File: src/hdl/hta_pkg.sv
// shared constants, codes and types for the handle table allocator
`default_nettype none

package hta_pkg;

  localparam int TABLE_DEPTH  = 4096;
  localparam int HANDLE_SPAN  = 4096;
  localparam int USABLE_SLOTS = (TABLE_DEPTH < HANDLE_SPAN) ? TABLE_DEPTH : HANDLE_SPAN;

  localparam int OP_W     = 2;
  localparam int HANDLE_W = 12;
  localparam int VALUE_W  = 31;
  localparam int STATUS_W = 2;

  localparam int ROW_BITS  = 64;
  localparam int BIT_W     = 6;
  localparam int ROW_COUNT = (USABLE_SLOTS + ROW_BITS - 1) / ROW_BITS;
  localparam int ROW_W     = (ROW_COUNT > 1) ? $clog2(ROW_COUNT) : 1;
  localparam int SLOT_W    = $clog2(USABLE_SLOTS);

  localparam logic [OP_W-1:0] OP_ALLOC   = 2'd0;
  localparam logic [OP_W-1:0] OP_LOOKUP  = 2'd1;
  localparam logic [OP_W-1:0] OP_RELEASE = 2'd2;

  localparam logic [STATUS_W-1:0] ST_OK      = 2'd0;
  localparam logic [STATUS_W-1:0] ST_FULL    = 2'd1;
  localparam logic [STATUS_W-1:0] ST_INVALID = 2'd2;

  typedef struct packed {
    logic load_item;
    logic row_rd;
    logic eval;
    logic write;
    logic out_load;
  } hta_cmd_t;

endpackage

`default_nettype wire

File: src/hdl/hta_ctrl.sv
// sequencing state machine and output valid for the handle table allocator
`default_nettype none

module hta_ctrl
  import hta_pkg::*;
(
  input  wire logic     clk_i,
  input  wire logic     rst_ni,
  input  wire logic     in_valid_i,
  output logic          in_stall_o,
  output logic          out_valid_o,
  input  wire logic     out_stall_i,
  output hta_cmd_t      cmd_o
);

  localparam logic [2:0] S_IDLE  = 3'd0;
  localparam logic [2:0] S_ROW   = 3'd1;
  localparam logic [2:0] S_EVAL  = 3'd2;
  localparam logic [2:0] S_WRITE = 3'd3;
  localparam logic [2:0] S_HOLD  = 3'd4;

  logic [2:0] state_q, state_d;
  logic       out_valid_q, out_valid_d;
  logic       out_free;

  assign out_free   = !out_valid_q || !out_stall_i;
  assign in_stall_o = (state_q != S_IDLE);

  always_comb begin
    state_d = state_q;
    cmd_o   = '0;
    case (state_q)
      S_IDLE: begin
        if (in_valid_i) begin
          cmd_o.load_item = 1'b1;
          state_d         = S_ROW;
        end
      end
      S_ROW: begin
        cmd_o.row_rd = 1'b1;
        state_d      = S_EVAL;
      end
      S_EVAL: begin
        cmd_o.eval = 1'b1;
        state_d    = S_WRITE;
      end
      S_WRITE: begin
        cmd_o.write = 1'b1;
        if (out_free) begin
          cmd_o.out_load = 1'b1;
          state_d        = S_IDLE;
        end else begin
          state_d = S_HOLD;
        end
      end
      S_HOLD: begin
        if (out_free) begin
          cmd_o.out_load = 1'b1;
          state_d        = S_IDLE;
        end
      end
      default: begin
        state_d = S_IDLE;
      end
    endcase
  end

  assign out_valid_d = cmd_o.out_load | (out_valid_q & out_stall_i);
  assign out_valid_o = out_valid_q;

  always_ff @(posedge clk_i or negedge rst_ni) begin
    if (!rst_ni) begin
      state_q     <= S_IDLE;
      out_valid_q <= 1'b0;
    end else begin
      state_q     <= state_d;
      out_valid_q <= out_valid_d;
    end
  end

  a_load_only_when_free: assert property (@(posedge clk_i) disable iff (!rst_ni)
    cmd_o.out_load |-> (!out_valid_q || !out_stall_i))
    else $error("result loaded over a stalled beat");

  a_write_once: assert property (@(posedge clk_i) disable iff (!rst_ni)
    cmd_o.write |=> !cmd_o.write)
    else $error("table written twice for one item");

  a_accept_starts: assert property (@(posedge clk_i) disable iff (!rst_ni)
    (in_valid_i && !in_stall_o) |=> (state_q == S_ROW))
    else $error("accepted beat did not start processing");

endmodule

`default_nettype wire

File: config.mk
export PLATFORM = sky130hd
export DESIGN_NAME = hta_ctrl
export DESIGN_NICKNAME = d
export VERILOG_FILES = /design/src/hdl/hta_pkg.sv /design/src/hdl/hta_ctrl.sv
export SDC_FILE = /design/constraint.sdc
export NUM_CORES = 1
export LEC_CHECK = 0
export ABC_AREA = 1
export CELL_PAD_IN_SITES_DETAIL_PLACEMENT = 0
export CELL_PAD_IN_SITES_GLOBAL_PLACEMENT = 2
export CORE_AREA = 3 3 40 42
export CTS_CLUSTER_SIZE = 20
export DETAILED_ROUTE_END_ITERATION = 12
export DIE_AREA = 0 0 43 45
export DONT_BUFFER_PORTS = 1
export PLACE_DENSITY = 0.41
export SLEW_MARGIN = 30
export SYNTH_ARGS = -nofsm -noshare
export SYNTH_HDL_FRONTEND = slang
export SYNTH_SLANG_ARGS = --single-unit
export TNS_END_PERCENT = 20
File: constraint.sdc
create_clock -name clk_i -period 2 [get_ports clk_i]
set_input_delay 0.1 -clock clk_i [delete_from_list [all_inputs] [get_ports clk_i]]
set_output_delay 0.1 -clock clk_i [all_outputs]
set_load 0.02 [all_outputs]
==> results of run 1 <==
## synth_stat cells, drive strengths merged
cell / n / area, sq um
nand3: 2 / 10.0
dfrtp: 4 / 100
nor2: 5 / 18.8
nand2: 6 / 22.5
o21ai: 2 / 10.0
o211ai: 1 / 7.51
inv: 7 / 26.3
## metrics by stage
step                      hold WS (ns)  setup slack [ns]
final                           0.0220             0.532
after global routing            0.0397             0.455
after CTS                       0.0180             0.515
after detailed placement        -0.195             0.768
after global placement          -0.195             0.767
after floorplan                 -0.196             0.856
## worst max-delay path by stage
stage / from / end / slack [ns] / cells past startpoint
floorplan: state_q[1] / cmd_o[4] / 0.86 / 3
global placement: state_q[2] / cmd_o[4] / 0.77 / 3
detailed placement: state_q[2] / cmd_o[4] / 0.77 / 3
CTS: state_q[2] / cmd_o[4] / 0.52 / 3
global route: state_q[1] / cmd_o[4] / 0.45 / 3
finish: state_q[2] / cmd_o[4] / 0.53 / 3
## layer usage
layer | vias to the layer above | track usage (%) | share of wire (%) | wire [microns]
li1 | 88 | - | - | -
met1 | 76 | 5.12 | 45 | 197
met2 | 7 | 7.19 | 48 | 211
met3 | 0 | 1.20 | 7.0 | 31
met4 | 0 | 7.23 | 0 | 0
met5 | - | 0 | 0 | 0
## power groups by stage
stage | Sequential, mW | Clock [mW] | Combinational, mW
finish | 0.154 | 0.0973 | 0.204
global route | 0.159 | 0.104 | 0.229
CTS | 0.154 | 0.103 | 0.210
detailed placement | 0.155 | 0 | 0.206
global placement | 0.155 | 0 | 0.203
floorplan | 0.147 | 0 | 0.180
## cell families after synthesis
| logic type | synth area share (%) |
|---|---|
| flip-flops | 51.3 |
| AO/OA/AOI/OAI | 8.98 |
| buffers and inverters | 13.5 |
| AND/OR/NAND/NOR | 26.3 |
## layout make-up
type	instances	share of cell area (%)
multi-input cells	16	27.9
repair buffers	1	4.06
inverters	7	10.7
flip-flops and latches	4	40.6
well taps	15	7.61
clock buffers	3	9.14
## sequential cells by signal (all words and copies together), names as in the netlist
register / count
out_valid_o: 1
state_q: 3
==> flow_summary.ini, run 1 <==
[run_status]
outcome = complete, no violations

[placement]
dp.cells = 42
numPortBuffers = 0
dpl_cell_area_sq_um = 214
place.gp.congestion = 0.571
dp_hpwl_microns = 363

[setup_path]
cp-end-kind = output port
cpMaxStageDelayCell = dfrtp_1
critical_path.max_fanout = 5
crit_buf_inv = 1
slowest_delay_ns = 0.38
r2r_start = state_q[2]
arrival_ns = 1.37
rr_endpoint = out_valid_o
ff2ff_path_depth = 4
cp.required_ns = 1.90
startpoint_type = flip-flop
cp_top_family = simple AND/OR/NAND/NOR gates
critical_path_class = flip-flop to output port
rrSetupSlack_ns = 1.14
path_cells = inv_1 -> nand3_1 -> nor2_1

[timing]
rsz0062_at_grt = false
maxSlewViolCount = 0
skew_ns = 0.000185
layout_min_cycle_time_ns = 1.47
timing_hold_violations_final = 0
setup_tns_ns = 0
max_freq_mhz = 681
finalSetupViolations = 0
slew_headroom_pct = 73.5
period_share_pct = 73.4
worst_pin_slew_ns = 0.396

[grt]
grt_antenna_before_repair = 0
grt_pass1_vias = 157
globalRouteTotalUtil_pct = 5.02
grt_pass1_wl_microns = 627
grt-ovfl-total = 0
grt_start_max_net_pins = 6

[synth]
ys_seq_area_share_pct = 51.3
syn_area_per_cell_sq_um = 7.23
ys_warn_count = 0
syn_area_sq_um = 195
syn_nets = 31
synth_seq_cells = 4
ys_types = 7
synth_cells = 27

[drt]
first_pass_iters = 4
via_count = 171
drt-wirelength-per-cell_microns = 9.57
drtIter0Drc = 2
final_antenna_net_count = 0
viasPerCell = 3.72
wirelength_microns = 440
remaining_drc_errors = 0

[job]
maxCapViolations = 0

[power]
p_seq_share_pct = 33.8
p_clk_share_pct = 21.4
sw_frac_of_total_pct = 50.9
ir_drop_mv = 0.392
p_per_area_nw_per_um2 = 1850
p_leak_nw = 0.147
p_int_mw = 0.224
total_power_mw = 0.456
power_switching_mw = 0.232
combPwrFrac_pct = 44.9

[finish]
drive_gt1_share_pct = 9.68
nets = 37
layout_commonest_cell = inv_1
multi_input_area_sq_um = 68.8
final_cell_mix = inv_1 (7), nand2_1 (6), nor2_1 (5)
final_area_sq_um = 246
fin_util_pct = 19.2
syn_to_final_growth_pct = 26.3
n_fill_cell = 143
diodes = 0
stdcell_count = 46
regArea_sq_um = 100

[floorplan]
dieArea_sq_um = 1940
ios = 11
initial_core_util_pct = 15.2
die_x_microns = 43
die_h_microns = 45
num_rows = 13
core_area_sq_um = 1280

[clock_tree]
cts.clk_slew.worst_paths_ns = 0.04
cts_resized = 0
ctsRootBufferMaster = clkbuf_4
cts-buffers-inserted = 3
h-tree-depth = 1
clock_path_buffers = 2
clock_latency_ns = 0.23
cts_tree = built
cts_hold_buf = 1
cts_setup_buffers = 0
cts_sinks = 4

[hold_path]
hold_class = input port to flip-flop
min_from = in_valid_i
hold_path_depth = 2
hold_end = state_q[0]
(Power assumes the default switching activity.)
==> run 2: changes to the inputs <==
--- a/config.mk
+++ b/config.mk
@@ -5,7 +5,7 @@
 export SDC_FILE = /design/constraint.sdc
 export NUM_CORES = 1
 export LEC_CHECK = 0
-export ABC_AREA = 1
+export ABC_AREA = 0
 export CELL_PAD_IN_SITES_DETAIL_PLACEMENT = 0
 export CELL_PAD_IN_SITES_GLOBAL_PLACEMENT = 2
 export CORE_AREA = 3 3 40 42
@@ -13,7 +13,7 @@
 export DETAILED_ROUTE_END_ITERATION = 12
 export DIE_AREA = 0 0 43 45
 export DONT_BUFFER_PORTS = 1
-export PLACE_DENSITY = 0.41
+export PLACE_DENSITY = 0.4
 export SLEW_MARGIN = 30
 export SYNTH_ARGS = -nofsm -noshare
 export SYNTH_HDL_FRONTEND = slang
==> constraint.sdc (replaced) <==
create_clock -name clk_i -period 1.2 [get_ports clk_i]
set_input_delay 0.06 -clock clk_i [delete_from_list [all_inputs] [get_ports clk_i]]
set_output_delay 0.06 -clock clk_i [all_outputs]
set_load 0.02 [all_outputs]
==> flow_summary.ini, run 2 <==
[drt]
wirelength_microns = 504
via_count = 192
final_antenna_net_count = 0
remaining_drc_errors = 0
first_pass_iters = 1
viasPerCell = 3.84
drt-wirelength-per-cell_microns = 10.1
drtIter0Drc = 0

[timing]
timing_hold_violations_final = 0
layout_min_cycle_time_ns = 1.34
maxSlewViolCount = 0
rsz0062_at_grt = true
setup_ws_ns = -0.141
worst_pin_slew_ns = 0.259
period_share_pct = 112
finalSetupViolations = 6
max_freq_mhz = 746
slew_headroom_pct = 82.7
skew_ns = 0.000628

[synth]
synth_seq_cells = 4
ys_top_cells_by_area = dfrtp_1 (50%), nor3b_1 (7.5%), a21boi_2 (5.6%), nor2_1 (5.6%), or3b_4 (5.6%)
synth-simple-area-share_pct = 32.3
synth_largest_area_cell = dfrtp_1
synth_top_family_by_area = simple AND/OR/NAND/NOR gates
ys_warn_count = 0
syn_nets = 24
synth_cells = 20
ys_seq_area_share_pct = 49.7
ys_types = 13
synth_edf_count = 0
synth_compound_area_share_pct = 9.94
synth_top_area_share_pct = 49.7
ys.flop_type = dfrtp_1
syn_area_per_cell_sq_um = 10.1
yosysMostFrequentCell = dfrtp_1
synth_async_sr_flop_share_pct = 100
synthAdderAreaFrac_pct = 0
syn_area_sq_um = 201
yosys-top-cells-count = dfrtp_1 (4), nor2_1 (3), inv_1 (2), nor3b_1 (2)
synth_mux_area_share_pct = 0
synth_xor_area_share_pct = 4.35

[floorplan]
ios = 11
die_x_microns = 43
initial_core_util_pct = 15.7
dieArea_sq_um = 1940
num_rows = 13
die_h_microns = 45
core_area_sq_um = 1280

[setup_path]
critical_path.max_fanout = 4
cp_top_family = simple AND/OR/NAND/NOR gates
slowest_delay_ns = 0.43
startpoint_type = flip-flop
cp.required_ns = 1.14
cpMaxStageDelayCell = or3b_4
critical_path_class = flip-flop to output port
cp-end-kind = output port
crit_buf_inv = 0
path_cells = or3b_4 -> a21boi_4
arrival_ns = 1.28

[finish]
final_cell_mix = buf_4 (8), dfrtp_1 (4), clkbuf_4 (3), dlygate4sd3_1 (3)
syn_to_final_growth_pct = 83.2
n_fill_cell = 141
stdcell_count = 50
largest_reg_flops = 3
nets = 41
layout_commonest_cell = buf_4
drive_gt1_share_pct = 51.4
top_register = state_q
diodes = 0

[clock_tree]
clock_latency_ns = 0.23
cts.clk_slew.worst_paths_ns = 0.04
cts_sinks = 4
cts_tree = built
ctsRootBufferMaster = clkbuf_4
cts-buffers-inserted = 3
h-tree-depth = 1
clock_path_buffers = 2

[grt]
grt_start_max_net_pins = 6
globalRouteTotalUtil_pct = 6.44
grt_antenna_before_repair = 0
grt-ovfl-total = 0
grt_pass1_vias = 200
grt_pass1_wl_microns = 800

[hold_path]
hold_class = input port to asynchronous set/reset pin

[power]
p_leak_nw = 0.180
ir_drop_mv = 0.797
p_per_area_nw_per_um2 = 2820
total_power_mw = 1.04

[placement]
place.gp.congestion = 0.675
dp_hpwl_microns = 380
numPortBuffers = 0
dp.cells = 42

[run_status]
outcome = finished with violations
violations = negative setup slack

[job]
maxCapViolations = 0
-- run 2: cell type report --
cell class / count / area (sq um) / share of cell area [%]
multi-input combinational: 14 / 119 / 32.2
tap: 15 / 18.8 / 5.08
inverter: 2 / 7.51 / 2.03
sequential: 4 / 100 / 27.1
timing repair buffer: 12 / 101 / 27.5
clock buffer: 3 / 22.5 / 6.10
-- run 2: worst paths after layout --
path | startpoint | cells past startpoint | slack, ns | endpoint
setup / recovery | state_q[0] | 2 | -0.14 | cmd_o[0]
hold / removal | rst_ni | 1 | 0.1 | out_valid_o
setup reg to reg | state_q[0] | 3 | 0.05 | state_q[2]
hold reg to reg | state_q[2] | 1 | 0.49 | state_q[1]
max in group asynchronous | rst_ni | 1 | 0.94 | state_q[0]
min in group clk_i | in_valid_i | 2 | 0.25 | cmd_o[4]
-- run 2: routing by layer --
metal  up-vias  global-route usage (%)  part of all wire, %
li1         97                       -                    -
met1        85                    5.37                   36
met2        10                    9.28                   53
met3         0                    3.59                   10
met4         0                    9.04                    0
met5         -                       0                    0
-- run 2: cells by family (layout without fill, tap and decap cells) --
family,after synthesis,count (layout)
buffers and inverters,2,17
flip-flops,4,4
AO/OA/AOI/OAI,2,2
AND/OR/NAND/NOR,11,11
XOR/XNOR,1,1
-- run 2: what timing repair did --
item | in CTS | in global routing
cloned | 0 | 0
hold endpoints to repair | 6 | 0
pin swaps | 3 | 3
setup endpoints to repair | 6 | 7
gates resized for setup | 3 | 1
buffers inserted | 1 | 1
hold buffers | 3 | 0
-- run 2: power breakdown --
part	switching [mW]	internal, mW	leakage, nW
Sequential	0.0667	0.193	0.0502
Clock	0.0532	0.112	0.0138
Combinational	0.321	0.296	0.116
-- run 2: stage by stage --
step | setup slack (ns) | hold WS [ns] | area, sq um | setup TNS (ns) | util (%)
finish | -0.141 | 0.0959 | 369 | -0.487 | 28.7
detailed placement | 0.0496 | -0.235 | 280 | 0 | 21.8
global placement | 0.0551 | -0.235 | 280 | 0 | 21.8
CTS | -0.144 | 0.0913 | 358 | -0.498 | 27.8
global route | -0.200 | 0.0931 | 369 | -0.852 | 28.7
floorplan | 0.0369 | -0.236 | 209 | 0 | -
==> run 3: changes to the inputs <==
--- a/config.mk
+++ b/config.mk
@@ -8,12 +8,13 @@
 export ABC_AREA = 0
 export CELL_PAD_IN_SITES_DETAIL_PLACEMENT = 0
 export CELL_PAD_IN_SITES_GLOBAL_PLACEMENT = 2
-export CORE_AREA = 3 3 40 42
+export CORE_AREA = 2 2 39 41
 export CTS_CLUSTER_SIZE = 20
 export DETAILED_ROUTE_END_ITERATION = 12
-export DIE_AREA = 0 0 43 45
+export DIE_AREA = 0 0 41 43
 export DONT_BUFFER_PORTS = 1
 export PLACE_DENSITY = 0.4
+export SETUP_SLACK_MARGIN = 0.1
 export SLEW_MARGIN = 30
 export SYNTH_ARGS = -nofsm -noshare
 export SYNTH_HDL_FRONTEND = slang
==> flow_summary.ini, run 3 (same netlist as run 2, synthesis figures left out) <==
[finish]
final_area_sq_um = 358
nets = 39
syn_to_final_growth_pct = 77.6
diodes = 0
final_cell_mix = buf_4 (7), dfrtp_1 (4), clkbuf_4 (3)
regArea_sq_um = 100
layout_commonest_cell = buf_4
top_register = state_q
multi_input_area_sq_um = 124
drive_gt1_share_pct = 57.6
largest_reg_flops = 3
n_fill_cell = 152

[clock_tree]
ctsRootBufferMaster = clkbuf_4
cts_tree = built
cts.clk_slew.worst_paths_ns = 0.04
cts-buffers-inserted = 3
cts_sinks = 4
h-tree-depth = 1
clock_latency_ns = 0.24
clock_path_buffers = 2

[timing]
maxSlewViolCount = 0
setup_ws_ns = -0.147
finalSetupViolations = 4
worst_pin_slew_ns = 0.280
setup_tns_ns = -0.282
rsz0062_at_grt = true
max_freq_mhz = 742
period_share_pct = 112
layout_min_cycle_time_ns = 1.35
slew_headroom_pct = 81.3
skew_ns = 0.00364
whs_ns = 0.00803
timing_hold_violations_final = 0

[run_status]
violations = negative setup slack
outcome = finished with violations

[drt]
final_antenna_net_count = 0
wirelength_microns = 532
drtIter0Drc = 2
remaining_drc_errors = 0
viasPerCell = 3.90
drt-wirelength-per-cell_microns = 10.9
first_pass_iters = 2
via_count = 191

[setup_path]
slowest_delay_ns = 0.43
critical_path_class = flip-flop to output port
cp_top_family = simple AND/OR/NAND/NOR gates
arrival_ns = 1.29
critical_path.max_fanout = 5
cp-end-kind = output port
cpMaxStageDelayCell = or3b_4
cp.required_ns = 1.14
startpoint_type = flip-flop
path_cells = or3b_4 -> a21boi_4
crit_buf_inv = 0

[grt]
grt_pass1_vias = 201
grt_start_max_net_pins = 6
grt_pass1_wl_microns = 814
globalRouteTotalUtil_pct = 7.66
grt-ovfl-total = 0
grt_antenna_before_repair = 0

[power]
ir_drop_mv = 1.07
p_leak_nw = 0.170
p_per_area_nw_per_um2 = 2940

[floorplan]
die_h_microns = 43
core_area_sq_um = 1380
num_rows = 14
die_x_microns = 41
ios = 11
dieArea_sq_um = 1760
initial_core_util_pct = 14.6

[placement]
numPortBuffers = 0
dp_hpwl_microns = 385
place.gp.congestion = 0.610
dpl_cell_area_sq_um = 279

[job]
maxCapViolations = 0

[hold_path]
hold_class = input port to flip-flop
run 3: layout make-up:
class                   count  share of cell area (%)
clock buffers               3                    6.29
inverters                   2                    2.10
multi-input cells          14                    34.6
flip-flops and latches      4                    28.0
well taps                  16                    5.59
repair buffers             10                    23.4
run 3: metrics by stage:
step	setup WS [ns]	util [%]	total power, mW	std cells
after CTS	-0.162	25.9	1.07	49
after global routing	-0.192	25.9	1.13	49
after global placement	0.0387	20.2	0.796	42
after floorplan	0.0371	-	0.608	20
final	-0.147	25.9	1.05	49
after detailed placement	0.0306	20.2	0.794	42
run 3: layer usage:
metal	track usage, %	part of all wire (%)	up-vias
met4	10.0	0	0
met2	9.06	52	7
met3	3.66	6.6	0
met5	0	0	-
li1	-	-	93
met1	8.14	41	91
run 3: path summary, 6_finish.rpt:
kind                       startpoint           to  slack, ns  cells after the start
min in group asynchronous      rst_ni  out_valid_o       0.09                      1
hold / removal             in_valid_i   state_q[0]      0.008                      2
hold reg to reg            state_q[2]   state_q[1]       0.50                      1
setup reg to reg           state_q[1]   state_q[2]       0.02                      3
max in group asynchronous      rst_ni   state_q[2]       0.94                      1
setup / recovery           state_q[1]     cmd_o[0]      -0.15                      2
run 3: report_power, final:
group          internal, mW  switching, mW  total, mW  leakage (nW)
Clock                 0.112         0.0594      0.172        0.0138
Sequential            0.192         0.0800      0.272        0.0502
Combinational         0.294          0.314      0.609         0.106
run 3: repair_timing:
action | 4_1_cts | 5_1_grt
pin swaps | 3 | 1
cloned | 0 | 0
resized for setup | 5 | 0
hold buffers | 2 | 0
hold endpoints to repair | 5 | 0
setup buffers | 2 | 0
setup endpoints to repair | 6 | 8
